File: src/design/htbr_pkg.sv
// shared types and constants for the ranked histogram report block
// no dependencies

package htbr_pkg;

    localparam int CMD_W    = 2;
    localparam int IDX_W    = 6;
    localparam int CNT_W    = 16;
    localparam int RANK_W   = 7;
    localparam int MINROW_W = 7;
    localparam logic [MINROW_W-1:0] MIN_ROWS_RST = 7'd5;

    typedef enum logic [CMD_W-1:0] {
        CMD_LOAD  = 2'd0,
        CMD_MOST  = 2'd1,
        CMD_LEAST = 2'd2,
        CMD_NONE  = 2'd3
    } t_cmd;

    typedef enum logic [1:0] {
        S_IDLE,
        S_SCAN,
        S_DRAIN,
        S_END
    } t_state;

    // compare unit controls and results
    typedef struct packed {
        logic desc;
        logic have_cur;
        logic have_best;
    } t_cmp_ctl;

    typedef struct packed {
        logic eq;
        logic better;
    } t_cmp_res;

endpackage

File: src/design/htbr_store.sv
// bin count memory with per-entry valid bits cleared at reset
// uses htbr_pkg only through its parameters from the top level

module htbr_store #(
    parameter int NUM_BINS   = 64,
    parameter int COUNT_BITS = 16,
    parameter int AW         = 6
) (
    input  logic                  i_clk,
    input  logic                  i_rst_n,
    input  logic                  i_we,
    input  logic [AW-1:0]         i_waddr,
    input  logic [COUNT_BITS-1:0] i_wdata,
    input  logic                  i_re,
    input  logic [AW-1:0]         i_raddr,
    output logic [COUNT_BITS-1:0] o_rdata
);

    logic [COUNT_BITS-1:0] r_mem [NUM_BINS];
    logic [NUM_BINS-1:0]   r_vld;
    logic [COUNT_BITS-1:0] r_q;
    logic                  r_ok;

    always_ff @(posedge i_clk) begin
        if (i_we) begin
            r_mem[i_waddr] <= i_wdata;
        end
        if (i_re) begin
            r_q <= r_mem[i_raddr];
        end
    end

    always_ff @(posedge i_clk) begin
        if (!i_rst_n) begin
            r_vld <= '0;
            r_ok  <= 1'b0;
        end else begin
            if (i_we) begin
                r_vld[i_waddr] <= 1'b1;
            end
            if (i_re) begin
                r_ok <= r_vld[i_raddr];
            end
        end
    end

    assign o_rdata = r_ok ? r_q : '0;

endmodule

File: src/design/htbr_cmp.sv
// shared compare unit: match against current value, track next best value
// depends on htbr_pkg

module htbr_cmp #(
    parameter int COUNT_BITS = 16
) (
    input  htbr_pkg::t_cmp_ctl    i_ctl,
    input  logic [COUNT_BITS-1:0] i_val,
    input  logic [COUNT_BITS-1:0] i_cur,
    input  logic [COUNT_BITS-1:0] i_best,
    output htbr_pkg::t_cmp_res    o_res
);

    import htbr_pkg::*;

    logic cand;
    logic beats;

    always_comb begin
        cand  = !i_ctl.have_cur || (i_ctl.desc ? (i_val < i_cur) : (i_val > i_cur));
        beats = !i_ctl.have_best || (i_ctl.desc ? (i_val > i_best) : (i_val < i_best));
        o_res.eq     = i_ctl.have_cur && (i_val == i_cur);
        o_res.better = cand && beats;
    end

endmodule

File: src/design/histogram_top_bottom_rank.sv
// ranked histogram report: sequencer, pending row and output register
// depends on htbr_pkg, htbr_store, htbr_cmp
//
// channel | signals                                   | dir
// input   | i_valid o_ready i_command i_bin_index i_bin_count | in
// output  | o_valid i_ready o_rank o_row_bin o_row_count o_last_row | out
// config  | i_cfg_we i_cfg_data                       | in
//
// a load is written to the memory on acceptance, so loads can follow each other every cycle while idle
// a report runs one pass over the memory per reported value, plus one leading pass to
// find the first value; each pass reads every bin through the single read port
// reset clears all bins at once through per-bin valid bits and sets min_rows to 5
// a stalled output freezes the scan; o_ready is low while a report runs

module histogram_top_bottom_rank #(
    parameter int NUM_BINS   = 64,
    parameter int COUNT_BITS = 16
) (
    input  logic                           i_clk,
    input  logic                           i_rst_n,
    input  logic                           i_cfg_we,
    input  logic [htbr_pkg::MINROW_W-1:0]  i_cfg_data,
    input  logic                           i_valid,
    output logic                           o_ready,
    input  logic [htbr_pkg::CMD_W-1:0]     i_command,
    input  logic [htbr_pkg::IDX_W-1:0]     i_bin_index,
    input  logic [htbr_pkg::CNT_W-1:0]     i_bin_count,
    output logic                           o_valid,
    input  logic                           i_ready,
    output logic [htbr_pkg::RANK_W-1:0]    o_rank,
    output logic [htbr_pkg::IDX_W-1:0]     o_row_bin,
    output logic [htbr_pkg::CNT_W-1:0]     o_row_count,
    output logic                           o_last_row
);

    import htbr_pkg::*;

    localparam int AW = $clog2(NUM_BINS);
    localparam int RW = $clog2(NUM_BINS + 1);
    localparam int CW = (RW > MINROW_W) ? RW : MINROW_W;
    localparam logic [AW-1:0] LAST_ADDR = AW'(NUM_BINS - 1);

    t_state r_state, n_state;
    logic [MINROW_W-1:0]   r_min_rows;
    logic [AW-1:0]         r_addr, n_addr;
    logic                  r_rd_vld;
    logic [AW-1:0]         r_rd_idx;
    logic                  r_desc, n_desc;
    logic                  r_have_cur, n_have_cur;
    logic                  r_have_best, n_have_best;
    logic [COUNT_BITS-1:0] r_cur, n_cur;
    logic [COUNT_BITS-1:0] r_best, n_best;
    logic [RW-1:0]         r_rank, n_rank;
    logic [RW-1:0]         r_rows, n_rows;
    logic                  r_pend_vld, n_pend_vld;
    logic [RW-1:0]         r_pend_rank, n_pend_rank;
    logic [AW-1:0]         r_pend_idx, n_pend_idx;
    logic [COUNT_BITS-1:0] r_pend_cnt, n_pend_cnt;
    logic                  r_out_vld, n_out_vld;
    logic [RW-1:0]         r_out_rank, n_out_rank;
    logic [AW-1:0]         r_out_idx, n_out_idx;
    logic [COUNT_BITS-1:0] r_out_cnt, n_out_cnt;
    logic                  r_out_last, n_out_last;

    logic                  stall;
    logic                  accept;
    logic                  load_we;
    logic                  rd_en;
    logic [8:0]            idx_w;
    logic [31:0]           cnt_w;
    logic [COUNT_BITS-1:0] rd_data;
    t_cmp_ctl              cmp_ctl;
    t_cmp_res              cmp_res;
    logic                  stop;
    logic [8:0]            out_idx_w;
    logic [31:0]           out_cnt_w;
    logic [31:0]           out_rank_w;

    assign stall  = r_out_vld && !i_ready;
    assign o_ready = (r_state == S_IDLE);
    assign accept = i_valid && o_ready;
    assign idx_w  = 9'(i_bin_index);
    assign cnt_w  = 32'(i_bin_count);
    assign load_we = accept && (t_cmd'(i_command) == CMD_LOAD) && (idx_w < 9'(NUM_BINS));
    assign rd_en  = (r_state == S_SCAN) && !stall;

    htbr_store #(
        .NUM_BINS   (NUM_BINS),
        .COUNT_BITS (COUNT_BITS),
        .AW         (AW)
    ) u_store (
        .i_clk   (i_clk),
        .i_rst_n (i_rst_n),
        .i_we    (load_we),
        .i_waddr (idx_w[AW-1:0]),
        .i_wdata (cnt_w[COUNT_BITS-1:0]),
        .i_re    (rd_en),
        .i_raddr (r_addr),
        .o_rdata (rd_data)
    );

    assign cmp_ctl.desc      = r_desc;
    assign cmp_ctl.have_cur  = r_have_cur;
    assign cmp_ctl.have_best = r_have_best;

    htbr_cmp #(
        .COUNT_BITS (COUNT_BITS)
    ) u_cmp (
        .i_ctl  (cmp_ctl),
        .i_val  (rd_data),
        .i_cur  (r_cur),
        .i_best (r_best),
        .o_res  (cmp_res)
    );

    assign stop = !r_have_best || (r_have_cur && (CW'(r_rows) >= CW'(r_min_rows)));

    always_ff @(posedge i_clk) begin
        if (!i_rst_n) begin
            r_state    <= S_IDLE;
            r_min_rows <= MIN_ROWS_RST;
            r_rd_vld   <= 1'b0;
            r_pend_vld <= 1'b0;
            r_out_vld  <= 1'b0;
        end else begin
            r_state    <= n_state;
            r_pend_vld <= n_pend_vld;
            r_out_vld  <= n_out_vld;
            if (i_cfg_we) begin
                r_min_rows <= i_cfg_data;
            end
            if (!stall) begin
                r_rd_vld <= (r_state == S_SCAN);
            end
        end
    end

    always_ff @(posedge i_clk) begin
        if (rd_en) begin
            r_rd_idx <= r_addr;
        end
        r_addr      <= n_addr;
        r_desc      <= n_desc;
        r_have_cur  <= n_have_cur;
        r_have_best <= n_have_best;
        r_cur       <= n_cur;
        r_best      <= n_best;
        r_rank      <= n_rank;
        r_rows      <= n_rows;
        r_pend_rank <= n_pend_rank;
        r_pend_idx  <= n_pend_idx;
        r_pend_cnt  <= n_pend_cnt;
        r_out_rank  <= n_out_rank;
        r_out_idx   <= n_out_idx;
        r_out_cnt   <= n_out_cnt;
        r_out_last  <= n_out_last;
    end

    always_comb begin
        n_state     = r_state;
        n_addr      = r_addr;
        n_desc      = r_desc;
        n_have_cur  = r_have_cur;
        n_have_best = r_have_best;
        n_cur       = r_cur;
        n_best      = r_best;
        n_rank      = r_rank;
        n_rows      = r_rows;
        n_pend_vld  = r_pend_vld;
        n_pend_rank = r_pend_rank;
        n_pend_idx  = r_pend_idx;
        n_pend_cnt  = r_pend_cnt;
        n_out_vld   = r_out_vld && !i_ready;
        n_out_rank  = r_out_rank;
        n_out_idx   = r_out_idx;
        n_out_cnt   = r_out_cnt;
        n_out_last  = r_out_last;

        // one memory word through the compare unit
        if (r_rd_vld && !stall) begin
            if (cmp_res.eq) begin
                n_rows = r_rows + RW'(1);
                if (r_pend_vld) begin
                    n_out_vld  = 1'b1;
                    n_out_rank = r_pend_rank;
                    n_out_idx  = r_pend_idx;
                    n_out_cnt  = r_pend_cnt;
                    n_out_last = 1'b0;
                end
                n_pend_vld  = 1'b1;
                n_pend_rank = r_rank;
                n_pend_idx  = r_rd_idx;
                n_pend_cnt  = rd_data;
            end
            if (cmp_res.better) begin
                n_best      = rd_data;
                n_have_best = 1'b1;
            end
        end

        unique case (r_state)
            S_IDLE: begin
                if (accept && ((t_cmd'(i_command) == CMD_MOST) ||
                               (t_cmd'(i_command) == CMD_LEAST)) &&
                    (r_min_rows != '0)) begin
                    n_desc      = (t_cmd'(i_command) == CMD_MOST);
                    n_have_cur  = 1'b0;
                    n_have_best = 1'b0;
                    n_rank      = '0;
                    n_rows      = '0;
                    n_addr      = '0;
                    n_state     = S_SCAN;
                end
            end
            S_SCAN: begin
                if (!stall) begin
                    n_addr = r_addr + AW'(1);
                    if (r_addr == LAST_ADDR) begin
                        n_state = S_DRAIN;
                    end
                end
            end
            S_DRAIN: begin
                if (!stall) begin
                    n_state = S_END;
                end
            end
            S_END: begin
                if (!stall) begin
                    if (stop) begin
                        if (r_pend_vld) begin
                            n_out_vld  = 1'b1;
                            n_out_rank = r_pend_rank;
                            n_out_idx  = r_pend_idx;
                            n_out_cnt  = r_pend_cnt;
                            n_out_last = 1'b1;
                        end
                        n_pend_vld = 1'b0;
                        n_state    = S_IDLE;
                    end else begin
                        n_cur       = r_best;
                        n_have_cur  = 1'b1;
                        n_have_best = 1'b0;
                        n_rank      = r_rank + RW'(1);
                        n_addr      = '0;
                        n_state     = S_SCAN;
                    end
                end
            end
            default: begin
                n_state = S_IDLE;
            end
        endcase
    end

    assign out_idx_w  = 9'(r_out_idx);
    assign out_cnt_w  = 32'(r_out_cnt);
    assign out_rank_w = 32'(r_out_rank);

    assign o_valid     = r_out_vld;
    assign o_rank      = out_rank_w[RANK_W-1:0];
    assign o_row_bin   = out_idx_w[IDX_W-1:0];
    assign o_row_count = out_cnt_w[CNT_W-1:0];
    assign o_last_row  = r_out_last;

    // idle means nothing left in the pending row
    a_idle_no_pend: assert property (@(posedge i_clk) disable iff (!i_rst_n)
        o_ready |-> !r_pend_vld)
        else $error("pending row left at idle");

    // a row that is not the last is always followed by a pending one
    a_more_rows: assert property (@(posedge i_clk) disable iff (!i_rst_n)
        (o_valid && !o_last_row) |-> r_pend_vld)
        else $error("non-final row without a follower");

    // the final row leaves no pending row behind
    a_last_clean: assert property (@(posedge i_clk) disable iff (!i_rst_n)
        (o_valid && o_last_row) |-> !r_pend_vld || !o_ready)
        else $error("final row with pending row at idle");

    // row count never passes the number of bins
    a_rows_bound: assert property (@(posedge i_clk) disable iff (!i_rst_n)
        (r_state != S_IDLE) |-> (32'(r_rows) <= NUM_BINS))
        else $error("row count overflow");

endmodule

File: config.mk
export PLATFORM = sky130hd
export DESIGN_NAME = histogram_top_bottom_rank
export DESIGN_NICKNAME = d
export VERILOG_FILES = /design/src/design/htbr_pkg.sv /design/src/design/htbr_store.sv /design/src/design/htbr_cmp.sv /design/src/design/histogram_top_bottom_rank.sv
export SDC_FILE = /design/constraint.sdc
export NUM_CORES = 1
export LEC_CHECK = 0
export CORE_UTILIZATION = 55
export CTS_CLUSTER_SIZE = 24
export DETAILED_ROUTE_END_ITERATION = 12
export DONT_BUFFER_PORTS = 1
export HOLD_SLACK_MARGIN = 0.1
export PLACE_DENSITY_LB_ADDON = 0.1
export REMOVE_ABC_BUFFERS = 1
export SLEW_MARGIN = 20
export SYNTH_ARGS = -nofsm -noshare
export SYNTH_HDL_FRONTEND = slang
export SYNTH_SLANG_ARGS = --single-unit
File: constraint.sdc
create_clock -name i_clk -period 4.44 [get_ports i_clk]
set_input_delay 0.888 -clock i_clk [delete_from_list [all_inputs] [get_ports i_clk]]
set_output_delay 0.888 -clock i_clk [all_outputs]
set_load 0.01 [all_outputs]
Yosys cells after proc, flatten, opt, wreduce, memory -nomap -nowiden
Memory sizes are Yosys's and may differ from the RTL's. A register that Yosys moved wholly into a read port is not among the register bits.
Cells that the tools add are included.

storage, ports and cells
  register bits = 197
  RAM bits = 1024
  input port bits = 36
  output and inout port bits = 32
  logic and storage cells = 163
  memories = 1

operators by class
  add/sub/neg operators = 3
  magnitude comparators = 9
  equal/unequal tests = 13
  multiplexer cells = 79
  bitwise gates (word level) = 3
  reduce and logical (&&, ||, !) cells = 32

memories
  name           depth  bits a word  rd ports  clocked after Yosys merged registers in  wr ports  line              source
  u_store.r_mem  64     16           1         1                                        1         htbr_store.sv:19  logic [COUNT_BITS-1:0] r_mem [NUM_BINS];

operators by type and width
  cell                   number
  $mux W16               8
  $mux W7                14
  $mux W6                11
  $or A64 B64 Y64        1
  $mux W1                34
  $gt A16 B16 Y1         2
  $lt A16 B16 Y1         2
  $lt A6 B7 Y1 const B   3
  $pmux W6 S3            1
  $eq A16 B16 Y1         1
  $add A7 B1 Y7 const B  2
  $pmux W7 S2            1
  $logic_and A1 B1 Y1    12
  $mux W2                5
  $reduce_and A5 Y1      2
  $ne A2 B2 Y1 const B   4
  $pmux W2 S4            1
  $ge A7 B7 Y1           1
  $reduce_bool A7 Y1     1
  $add A6 B1 Y6 const B  1
  $bmux W1 S6            1
  $demux W1 S6           1
  $eq A2 B2 Y1 const B   3
  $eq A6 B6 Y1 const B   1
  13 further kinds       26

Longest topological paths before layout
  depth in word-level cells = 10
  gate-level depth with buffers = 11
  mapped depth without buffers = 8

Modules after synthesis
From an unflattened synthesis, not the netlist that was laid out.

second synthesis, totals
  cells, all modules = 2221
  area, all modules = 47933.5 um2

modules (own cells, without submodules)
  module                     instances  cells an instance  area each (um2)  sequential area each (um2)
  htbr_store                 1          1784               42152.9          32531.2
  histogram_top_bottom_rank  1          323                4902.2           3463.3
  htbr_cmp                   1          114                878.3            0.0

Worst setup path before layout
No wires, ideal clock.

  path type = register to register
  from = reg u_store.r_ok
  to = reg r_pend_cnt[0] (enable)
  library setup time = 0.488 ns
  data arrival time = 4.253 ns
  data required time = 3.952 ns
  setup slack = -0.301 ns
  stages on the path, launching flop included = 7
  path buffers = 2
  clock period less this slack = 4.741 ns
  cell sequence = dfxtp_1 > clkbuf_1 > clkbuf_1 > and2_1 > ha_1 > nand4_1 > nor4_1

between the ends
  cells in the longest elaborated chain, start to end = 4

RTL lines
  item                                line                              source
  start: declaration                  htbr_store.sv:22                  logic r_ok;
  start signal: assignment            htbr_store.sv:42                  r_ok <= r_vld[i_raddr];
  $mux W16                            htbr_store.sv:47                  assign o_rdata = r_ok ? r_q : '0;
  named net rd_data[11]               histogram_top_bottom_rank.sv:71   logic [COUNT_BITS-1:0] rd_data;
  $eq A16 B16 Y1                      htbr_cmp.sv:22                    o_res.eq = i_ctl.have_cur && (i_val == i_cur);
  $logic_and A1 B1 Y1                 htbr_cmp.sv:22
  $reduce_and A2 Y1 (no source line)  n/a
  end signal: assignment              histogram_top_bottom_rank.sv:152  r_pend_cnt <= n_pend_cnt;
  end: declaration                    histogram_top_bottom_rank.sv:58   logic [COUNT_BITS-1:0] r_pend_cnt, n_pend_cnt;

The timed path passes the listed nets, and every way through them passes these cells.
A chain may end at the register's enable or synchronous reset.

Final worst setup path
  from = reg u_store.r_ok
  to = reg r_best[2] (enable)

between the ends
  cells in the longest elaborated chain, start to end = 6
  elaborated cells on any way between the ends = 11
  those cells by class = 4 x order compare; 3 x mux; 4 x reduce/logical

RTL lines
  item                                          line                              source
  $mux W16 *                                    htbr_store.sv:47
  named net rd_data[14]                         histogram_top_bottom_rank.sv:71
  $gt A16 B16 Y1, or another cell as far along  htbr_cmp.sv:20                    cand = !i_ctl.have_cur || (i_ctl.desc ? (i_val < i_cur) : (i_val > i_cur));
  $mux W1, on equally long branches             htbr_cmp.sv:20, htbr_cmp.sv:21
  $logic_or A1 B1 Y1, on equally long branches  htbr_cmp.sv:20, htbr_cmp.sv:21
  $logic_and A1 B1 Y1 *                         htbr_cmp.sv:23                    o_res.better = cand && beats;
  $reduce_and A2 Y1 (no source line) *          n/a
  end signal: assignment                        histogram_top_bottom_rank.sv:147  r_best <= n_best;
  end: declaration                              histogram_top_bottom_rank.sv:52   logic [COUNT_BITS-1:0] r_best, n_best;

Mark *: on every way through the listed nets, which the timed path passes. The rest lies on a longest branch.

==> metrics.txt <==
die area=roughly 89,000 um2; final wirelength=110,400 um; worst setup path class=reg2reg; sequential fraction of the synthesis area=about 74%; GRT overflow=0; Synth area leaders=edfxtp_1 69%, mux4_2 15%, dfxtp_1 4.7%, ha_1 1.1%, o21a_1 1.1%; Yosys cell types=62; final setup vio count=0; Final #Nets=between 2,000 and 3,000; initial drt markers=~2,300; HP Class=in2reg; Die Width=roughly 300 um; cells after synthesis=between 2,000 and 2,500; main combinational cell family by area after synthesis=multiplexers; post-synthesis mux area share=~16%; share of layout cells above drive strength 1=around 25%; post_cts resized=0; status=finished, final reports clean; FFs w/ async S/R, synth=0%; period utilisation layout=between 80% and 90%; Post CTS Setup Buffer Count=0; total number of vias=23,606; Synth Area in Compound Gates=under 10%; core area=about 87,000 um2; initial antenna violation count=2; CTS Buf Count=121; Pleak=17.39 nW; Final ANT Viol Nets=0; Avg Inst Size Synth=~20 um2; DR DRC count=0; required time of the critical path=a little under 5 ns; post-synthesis adder-cell area fraction=approximately 1.1%; CTS max path bufs=3; f_max=between 200 and 300 MHz; Yosys top cell area share=a little over two thirds; PortBufs=0; Initial Utilization=55.75%; commonest non-fill, non-tap cells in the layout=1,122 x edfxtp_1, 331 x mux4_2, 121 x clkbuf_16; clk slew on worst S/H paths=~0.060 ns; total power=between 30 and 40 mW; worst vdd ir=between 0.0005 and 0.0006 V; Vias/cell=roughly 6.3; Max-Slew Margin vs Limit=27.13%; final hold violation count=0; number of flops mapped to enable cells by yosys=1,122; synthesized cell area=slightly below 50,000 um2; area grow syn2layout=11.57%; pwr dens=approximately 560 nW/um2; CTS tree=yes; RePlAce Congestion=a little under 0.9; critical path arrival=between 4 and 5 ns; post-synthesis xor/xnor area fraction=less than 1%; drt wl/cell=29.40 um; H-Tree Depth=3; IO Count=slightly below 70; vias in the first global route=around 24,000; crit-path cells=and2_1 > ha_1 > nand4_2 > or4_4 > o21ai_0 > o32ai_1 > o311ai_0 > nor3_2 > buf_4; Startpoint Class=flop; FF-to-FF path depth=9; die height=~300 um; wire length of the first global-routing pass=162,500 um; critical path peak fanout=25; largest net degree at the start of global routing=89; maxcap violations=0; Primary FF master, synth=edfxtp_1; CP endpoint kind=flop; commonest non-fill, non-tap cell in the layout=edfxtp_1; clk root buf=clkbuf_16; Final Max Tran Viols=0; crit-path max cell delay=between 0.8 and 0.9 ns; CTS Hold Buffers Added=0; gr usage total=~25%; Worst-Skew Late Latency=roughly 0.73 ns; clk sinks=~1,200; worst-margin pin slew=1.093 ns; num rows=between 100 and 150; Core Util, Final=roughly 62%; simple-gate share of the synthesized area=around 3.4%; synth warn=0; Worst Clk Skew=between 0.03 and 0.04 ns; Crit-path slowest cell=dfxtp_1; dpl hpwl=roughly 63,000 um; clock period minus worst slack=3.780 ns; RSZ-0062 raised after global routing=false; first-pass iteration count of the detailed router=7; Synth Register Bits=roughly 1,200; area leader, netlist=edfxtp_1; number of fill cells=6,097; hold path depth=0
stage by stage:
stage               area [um2]  hold slack, ns  setup TNS, ns  cells  worst slack [ns]
floorplan                47970          0.4003        -205.53   2270            -7.924
global placement         50380          0.4083              0   3525            0.7487
detailed placement       50380          0.4107              0   3525            0.7490
CTS                      54110          0.2207              0   3751            0.7313
global route             54120          0.2147              0   3751            0.4812
finish                   54130          0.2583              0   3754            0.6595
power by group:
group          switching (mW)  leakage, nW  internal, mW
sequential              0.268         11.0          13.1
clock                    4.26         1.80          5.37
combinational            4.02         4.55          3.59
per-layer routing:
layer	global-route usage (%)	part of all wire [%]	wire length (um)	up-vias
li1	-	-	-	10066
met1	34.46	41	45110	12629
met2	42.35	51	56130	742
met3	4.595	6.1	6707	169
met4	6.232	2.2	2424	0
met5	0	0	0	-
registers in the layout (all words and copies together) (netlist names), 16 cells and up:
| name | flops |
|---|---|
| o_row_count | 16 |
| r_best | 16 |
| r_cur | 16 |
| r_pend_cnt | 16 |
| u_store.r_mem | 1024 |
| u_store.r_q | 16 |
| u_store.r_vld | 64 |
final timing paths:
kind | end | startpoint | slack (ns)
max | r_best[2] | u_store.r_ok | 0.66
min reg2reg | r_pend_idx[4] | r_rd_idx[4] | 0.42
min | u_store.r_mem[48][2] | i_bin_count[2] | 0.26
max reg2reg | r_best[2] | u_store.r_ok | 0.66
layout make-up:
class                      count  area, um2  share of cell area (%)
inverter                      50      187.7                  0.3467
clock buffer                 173       3273                   6.047
tap                         1155       1445                   2.670
multi-input combinational    983      11880                   21.94
clock inverter                53      454.2                  0.8391
sequential                  1237      36000                   66.50
antenna                        3      7.507                 0.01387
timing repair buffer         100      888.4                   1.641
synthesized netlist by cell type (all sizes together), types with 3 or more instances:
master	n
nor2	86
o211ai	31
nand3b	5
nand4	36
inv	49
a21oi	19
nand3	12
dfxtp	115
mux4	331
a2111oi	6
nand2	84
a31oi	30
o21ai	33
a221o	3
edfxtp	1122
mux2i	27
ha	44
buf	51
nor4	5
xor2	4
xnor2	8
and3	6
o21a	68
and2	26
mux2	17
clkbuf	81
or3	4
a211oi	5
nor3	7
nor2b	49
a21boi	3
critical path: cells and delay by family, from the launching register on:
kind	cells	cell delay, ns
simple gates	4	1.30
fa+ha+maj	1	0.19
buf+inv	1	0.25
compound gates	3	0.96
flops	1	0.82
cell families after synthesis:
logic type | after synthesis
adders and majority gates | 44
xor gates and xnor gates | 12
buffers and inverters | 182
and+or+nand+nor | 329
muxes | 375
AOI/OAI and AO/OA | 223
DFF | 1237
No activity file was read; power rests on OpenSTA's default activity.
